File: src/design/m3as_pkg.sv
package m3as_pkg;

    localparam int SAMPLE_BITS = 10;
    localparam int FRAC_BITS   = 8;
    localparam int LEVEL_BITS  = SAMPLE_BITS + FRAC_BITS;
    localparam int GAIN_BITS   = 9;
    localparam int GAIN_SHIFT  = 8;
    localparam int THR_BITS    = 10;
    localparam int CFG_BITS    = 10;
    localparam int PROD_BITS   = LEVEL_BITS + GAIN_BITS;
    localparam int RING_DEPTH  = 3;

    localparam logic [GAIN_BITS-1:0]  GAIN_ONE       = GAIN_BITS'(1 << GAIN_SHIFT);
    localparam logic [GAIN_BITS-1:0]  GAIN_SLOW_INIT = GAIN_BITS'(77);
    localparam logic [GAIN_BITS-1:0]  GAIN_FAST_INIT = GAIN_BITS'(230);
    localparam logic [THR_BITS-1:0]   THR_INIT       = THR_BITS'(10);
    localparam logic [PROD_BITS-1:0]  ROUND_DOWN     = PROD_BITS'((1 << GAIN_SHIFT) - 1);

    typedef logic [SAMPLE_BITS-1:0] sample_t;
    typedef logic [LEVEL_BITS-1:0]  level_t;
    typedef logic [1:0]             slot_t;

    typedef enum logic [1:0] {
        REG_GAIN_SLOW      = 2'd0,
        REG_GAIN_FAST      = 2'd1,
        REG_JUMP_THRESHOLD = 2'd2
    } cfg_index_t;

    localparam slot_t SLOT_LAST = slot_t'(RING_DEPTH - 1);

    function automatic sample_t median3(input sample_t a, input sample_t b, input sample_t c);
        sample_t lo;
        sample_t hi;
        sample_t med;
        lo = (a < b) ? a : b;
        hi = (a < b) ? b : a;
        if (c <= lo)
        begin
            med = lo;
        end
        else if (c >= hi)
        begin
            med = hi;
        end
        else
        begin
            med = c;
        end
        return med;
    endfunction

endpackage

File: src/design/median3_adaptive_smoothing_unit.sv
// An accepted request passes through the input register and then the result register.
// Throughput: one request per cycle when not stalled; the median, gain select, multiply and
// level update all complete in the single stage between the input and result registers.
// Reset: ring, write slot and smoothed level clear to zero; gains return to 77 and 230,
// the jump threshold to 10; both valid flags drop.
module median3_adaptive_smoothing_unit
    import m3as_pkg::*;
(
    input  logic                   clk,
    input  logic                   rst_n,
    input  logic                   in_valid,
    output logic                   in_stall,
    input  logic [SAMPLE_BITS-1:0] sample_in,
    output logic                   out_valid,
    input  logic                   out_stall,
    output logic [SAMPLE_BITS-1:0] filtered_out,
    input  logic                   cfg_we,
    input  logic [1:0]             cfg_index,
    input  logic [CFG_BITS-1:0]    cfg_data
);

    logic                 in_valid_reg;
    sample_t              sample_reg;
    logic                 out_valid_reg;
    logic                 out_valid_next;
    sample_t              result_reg;
    sample_t              result_next;
    sample_t              ring_reg [RING_DEPTH];
    sample_t              ring_next [RING_DEPTH];
    slot_t                slot_reg;
    slot_t                slot_next;
    level_t               level_reg;
    level_t               level_next;
    logic [GAIN_BITS-1:0] gain_slow_reg;
    logic [GAIN_BITS-1:0] gain_fast_reg;
    logic [THR_BITS-1:0]  thr_reg;

    logic                 advance;
    logic                 in_take;
    slot_t                slot_eff;
    sample_t              med;
    level_t               target;
    logic                 neg;
    level_t               mag;
    level_t               thr_scaled;
    logic [GAIN_BITS-1:0] gain_sel;
    logic [GAIN_BITS-1:0] gain_sat;
    logic [PROD_BITS-1:0] prod_full;
    logic [PROD_BITS-1:0] prod_adj;
    level_t               step;

    assign advance   = in_valid_reg && (!out_valid_reg || !out_stall);
    assign in_stall  = in_valid_reg && out_valid_reg && out_stall;
    assign in_take   = in_valid && !in_stall;
    assign out_valid    = out_valid_reg;
    assign filtered_out = result_reg;

    always_comb
    begin
        slot_eff = (slot_reg > SLOT_LAST) ? slot_t'(0) : slot_reg;
        for (int i = 0; i < RING_DEPTH; i++)
        begin
            ring_next[i] = (slot_eff == slot_t'(i)) ? sample_reg : ring_reg[i];
        end
        slot_next  = (slot_eff >= SLOT_LAST) ? slot_t'(0) : slot_eff + slot_t'(1);

        med        = median3(ring_next[0], ring_next[1], ring_next[2]);
        target     = {med, {FRAC_BITS{1'b0}}};
        neg        = target < level_reg;
        mag        = neg ? (level_reg - target) : (target - level_reg);
        thr_scaled = {thr_reg, {FRAC_BITS{1'b0}}};

        gain_sel   = (mag > thr_scaled) ? gain_fast_reg : gain_slow_reg;
        gain_sat   = (gain_sel > GAIN_ONE) ? GAIN_ONE : gain_sel;

        prod_full  = PROD_BITS'(mag) * PROD_BITS'(gain_sat);
        prod_adj   = neg ? (prod_full + ROUND_DOWN) : prod_full;
        step       = prod_adj[GAIN_SHIFT +: LEVEL_BITS];
        level_next = neg ? (level_reg - step) : (level_reg + step);

        result_next    = level_next[LEVEL_BITS-1:FRAC_BITS];
        out_valid_next = advance || (out_valid_reg && out_stall);
    end

    always_ff @(posedge clk or negedge rst_n)
    begin
        if (!rst_n)
        begin
            in_valid_reg  <= 1'b0;
            out_valid_reg <= 1'b0;
            slot_reg      <= '0;
            level_reg     <= '0;
            for (int i = 0; i < RING_DEPTH; i++)
            begin
                ring_reg[i] <= '0;
            end
            gain_slow_reg <= GAIN_SLOW_INIT;
            gain_fast_reg <= GAIN_FAST_INIT;
            thr_reg       <= THR_INIT;
        end
        else
        begin
            if (in_take)
            begin
                in_valid_reg <= 1'b1;
            end
            else if (advance)
            begin
                in_valid_reg <= 1'b0;
            end
            out_valid_reg <= out_valid_next;
            if (advance)
            begin
                slot_reg  <= slot_next;
                level_reg <= level_next;
                for (int i = 0; i < RING_DEPTH; i++)
                begin
                    ring_reg[i] <= ring_next[i];
                end
            end
            if (cfg_we)
            begin
                case (cfg_index)
                    REG_GAIN_SLOW:      gain_slow_reg <= cfg_data[GAIN_BITS-1:0];
                    REG_GAIN_FAST:      gain_fast_reg <= cfg_data[GAIN_BITS-1:0];
                    REG_JUMP_THRESHOLD: thr_reg       <= cfg_data[THR_BITS-1:0];
                    default:            ;
                endcase
            end
        end
    end

    always_ff @(posedge clk)
    begin
        if (in_take)
        begin
            sample_reg <= sample_in;
        end
        if (advance)
        begin
            result_reg <= result_next;
        end
    end

endmodule
File: config.mk
export PLATFORM = sky130hd
export DESIGN_NAME = median3_adaptive_smoothing_unit
export DESIGN_NICKNAME = d
export VERILOG_FILES = /design/src/design/m3as_pkg.sv /design/src/design/median3_adaptive_smoothing_unit.sv
export SDC_FILE = /design/constraint.sdc
export NUM_CORES = 1
export LEC_CHECK = 0
export ABC_CLOCK_PERIOD_IN_PS = 56800
export CORE_ASPECT_RATIO = 0.9
export CORE_MARGIN = 1
export CORE_UTILIZATION = 62
export CTS_CLUSTER_SIZE = 30
export DETAILED_ROUTE_END_ITERATION = 10
export DONT_BUFFER_PORTS = 1
export PLACE_DENSITY = 0.81
export SYNTH_ARGS = -nofsm -noshare
export SYNTH_HDL_FRONTEND = slang
export SYNTH_SLANG_ARGS = --single-unit
File: constraint.sdc
create_clock -name clk -period 56.8 [get_ports clk]
set_input_delay 5.68 -clock clk [delete_from_list [all_inputs] [get_ports clk]]
set_output_delay 5.68 -clock clk [all_outputs]
set_load 0.01 [all_outputs]
Word level (Yosys, flattened, before mapping)
Index checks and enable logic that the tools add are counted.

Add/sub/neg operators: 6. Multiply operators: 1. Divide/modulo/power cells: 0. $lt $le $gt $ge: 8. Equal/unequal tests: 4. Shift-type cells: 0. Muxes and demuxes: 16. Bitwise logic cells: 0. Reduce and logical (&&, ||, !) cells: 16.

Operators with widths (count): $mux 10 (7); $sub 18x18->18 (3); $mux 18 (2); $add 26x8->26 const B (1); $mul 18x9->26 (1); $mux 26 (1); $add 18x18->18 (1); $gt 18x18->1 (1); $lt 18x18->1 (1); $mux 9 (2); $ge 10x10->1 (1); $le 10x10->1 (1); $lt 10x10->1 (1); $gt 9x9->1 const B (1); $reduce_and 2->1 (3); $logic_and 1x1->1 (5); $eq 2x1->1 const B (2); $eq 2x2->1 const B (2); $logic_not 2->1 (2); $mux 2 (2); $logic_not 1->1 (3); $add 2x1->2 const B (1); $ge 2x2->1 const B (1); $gt 2x2->1 const B (1); 3 further kinds (5).

Flip-flop bits (word level): 100. Latch bits: 0. Memory bits (writable): 0. Bits in read-only memories: 0. Input bits: 27. Output and inout port bits: 12. Logic and storage cells: 63. Memories: 0.

Logic depth before layout (Yosys ltp)
Word-level depth: 20. Mapped depth: 96.

Worst setup path after synthesis
Ideal clock, no wire load.

Path kind: register -> register. Start point: register slot_reg[0]. End point: register result_reg[9], in the netlist filtered_out[9] (data pin). Arrival time: 18330 ps. Data required time: 56548 ps. Slack: 38218 ps. Stages on the path, launching flop included: 84. Path buffers: 8. Cell sequence: dfrtp_1 inv_1 ha_1 buf_1 mux2i_1 inv_1 ha_1 o21ai_0 nand2b_1 a21oi_1 o21ai_0 maj3_1 a21o_1 a21o_1 a21oi_1 o21ai_1 clkbuf_1 buf_1 (+48 left out) nand3_1 nor3b_1 and4_1 and4b_1 nand2_1 mux2i_2 nor4b_1 o221ai_2 nor4b_1 o21bai_1 or4b_1 ha_1 and3_1 a211o_1 a21o_1 a21oi_1 xnor3_1 inv_1.

RTL lines: start: declaration (line median3_adaptive_smoothing_unit.sv:30) `slot_t slot_reg;`; start signal: assignment (line median3_adaptive_smoothing_unit.sv:114) `slot_reg <= slot_next;`; end signal: assignment (line median3_adaptive_smoothing_unit.sv:141) `result_reg <= result_next;`; end: declaration (line median3_adaptive_smoothing_unit.sv:26) `sample_t result_reg;`.

==> summary.txt <==
Worst setup path
  – Data required, critical path: around 57 ns
  – Crit path kind: reg2reg
  – FF-to-FF setup slack: 34.22 ns
  – Critical Path End: filtered_out[9]
  – Critical path startpoint: slot_reg[0]
  – Worst Path Arrival: about 23 ns
  – Critical Path Start Type: register
  – CP max stage cell: o21ai_1
  – Worst-path fanout max: 28
  – CP Capture Type: register
  – Critical R2R Launch: slot_reg[0]
  – R2R cell count: 77
  – Worst r2r dst: filtered_out[9]
  – Worst stage delay on the critical path: ~1.1 ns

Cells and area
  – Fillers: ~1,600
  – Share of cells above drive strength 1: 0.0792
  – Syn-to-layout area delta: 4.26%
  – Final nets: 1,735
  – Ant. Diodes: 0
  – Max FFs per register: 30
  – Area of the multi-input gates: between 0.009 and 0.01 mm²
  – Reg area: 0.00262 mm²

Timing
  – Hold Fails Final Rpt: 0
  – RSZ-0062 raised after global routing: no
  – Worst slew pin tran: 1.32 ns
  – Fin Setup TNS: 0 ns
  – Crit share post-route: 0.397
  – Fmax: around 0.044 GHz
  – Final Slew Violations: 0
  – Minimum clock period: ~23 ns
  – Slew headroom: 0.112
  – Clock skew: approximately 0.01 ns
  – Final setup fails: 0

Global route
  – Largest net degree at the start of global routing: 81
  – Initial antenna violation count: 0
  – Global Route Usage Sum: 0.315
  – GRT met3 Usage: 0.0788
  – First-pass GRT wire length: approximately 54,000 µm
  – Met2 Use GR: 0.476
  – Number of global-route vias before repair: roughly 11,000
  – Grt total ovfl: 0
  – Grt peak-use layer: met2
  – GRT met1 Usage: 0.456

Clocking
  – CTS max path bufs: 2
  – Clk pin slew, worst setup/hold paths: 0.07 ns
  – Sink Count: 100
  – CTS tree: done
  – Max H-tree Level: 3
  – Clk root buf: clkbuf_16
  – Clk_lat worst skew: between 0.3 and 0.4 ns
  – Post CTS Setup Buffer Count: 0
  – Resize count post-CTS: 0
  – CTS Hold Buffers Added: 0
  – Total CTS buffers: 9

Synth
  – Async SR Flop Fraction: 0.800
  – Register area share after synthesis: 0.201
  – Top cell type's share of synthesized area: 0.175
  – Cells after synthesis: approximately 1,500
  – Largest cells by area after synthesis: fa_1 18%, dfrtp_1 13%, ha_1 12%, inv_1 5.8%, nand2_1 5.8%
  – Synth Net Count: 1,755
  – Post-synth EDFFs: 20
  – Yosys reg bits: 100
  – Ys flop type: dfrtp_1
  – Synth area leader: fa_1
  – Syn avg cell area: 8.73 µm²
  – Distinct cells, synth: 79
  – Most common cell in the netlist: inv_1
  – Synth Cell Area: about 0.013 mm²
  – Synth warnings: 0
  – Commonest cells post-synth: 202 x inv_1, 200 x nand2_1, 122 x ha_1

Floorplanning
  – Die ar.: approximately 0.022 mm²
  – Core ar.: between 0.02 and 0.025 mm²
  – Die height: about 140 µm
  – Initial Utilization: 0.642
  – Standard-cell rows: between 40 and 50
  – Die width: 155 µm
  – Io pins: 39

Run
  – Maxcap violations: 0

Routing
  – DR pass1 iterations: 5
  – DRC Markers: 0
  – Via count: 10,700
  – Post-DR vias/cell: about 6
  – Final wirelength: 32,600 µm
  – Wire per inst: approximately 19 µm
  – Iter 0 DRT Violations: 1,139
  – Post-route ant nets: 0

Run status
  – Status: completed

Placed design
  – DPL Wire Length: approximately 26,000 µm
  – Placer Congestion: 0.962
  – Port Buf Inserts: 0

Min path
  – HP Class: reg2reg
worst max-delay path: cells and delay by family, from the launching register on:
family | cells | cell delay [ns]
multiplexers | 2 | 0.84
AND/OR/NAND/NOR | 20 | 6.93
flip-flops | 1 | 0.36
buffers and inverters | 10 | 1.45
adder cells (fa/ha/maj) | 13 | 5.30
XOR/XNOR | 3 | 0.83
AO/OA/AOI/OAI | 29 | 6.55
cells by family (layout without fill, tap and decap cells):
kind of cell	after synthesis	in the layout	share of synthesized area
buf+inv	252	237	0.0749
flops	100	100	0.201
mux	95	95	0.0792
compound gates	267	267	0.132
xor+xnor	77	77	0.0528
fa+ha+maj	237	237	0.293
simple gates	464	464	0.167
per-stage QoR:
stage                     instances  hold slack [ns]  setup slack (ns)  area (µm²)  utilization
after floorplan                1492            0.446             38.22       13000            -
after global placement         1741            0.463             35.43       13300        0.656
after detailed placement       1741            0.473             34.88       13300        0.656
after CTS                      1757            0.490             34.81       13600        0.669
after global routing           1757            0.522             32.68       13600        0.669
final                          1757            0.486             34.22       13600        0.669
layout make-up:
cell class,count,area share
multi-input cells,1140,0.695
flip-flops and latches,100,0.193
inverters,202,0.0558
well taps,280,0.0258
clock buffers,10,0.0169
repair buffers,19,0.0105
clock inverters,6,0.00332
layout by cell type, fill, tap and decap left out, types with 35 or more instances in the layout:
cell / Yosys / routed
inv_1: 202 / 202
nand2_1: 200 / 199
ha_1: 122 / 122
fa_1: 114 / 114
nor2_1: 96 / 96
o21ai_0: 83 / 82
dfrtp_1: 69 / 69
a21oi_1: 54 / 54
mux2_2: 53 / 53
xnor2_1: 48 / 48
mux2i_1: 38 / 38
and2_1: 35 / 35
worst min-delay path by stage:
stage / from / to / slack [ns] / cells past startpoint
6_report: ring_reg[9] / ring_reg[9] / 0.49 / 2
2_1_floorplan: ring_reg[11] / ring_reg[11] / 0.45 / 2
3_5_place_dp: ring_reg[9] / ring_reg[9] / 0.47 / 2
5_1_grt: ring_reg[11] / ring_reg[11] / 0.52 / 2
4_1_cts: ring_reg[9] / ring_reg[9] / 0.49 / 2
3_3_place_gp: ring_reg[2] / ring_reg[2] / 0.46 / 2
metal layers:
metal  wire length, µm  vias up
li1                  -     4968
met1             14800     5187
met2             14100      503
met3              3280       48
met4               505        0
met5                 0        -
Power is left out: the tool's default activity adds up to more than one toggle a clock period on the data nets, which glitch-free logic cannot reach.
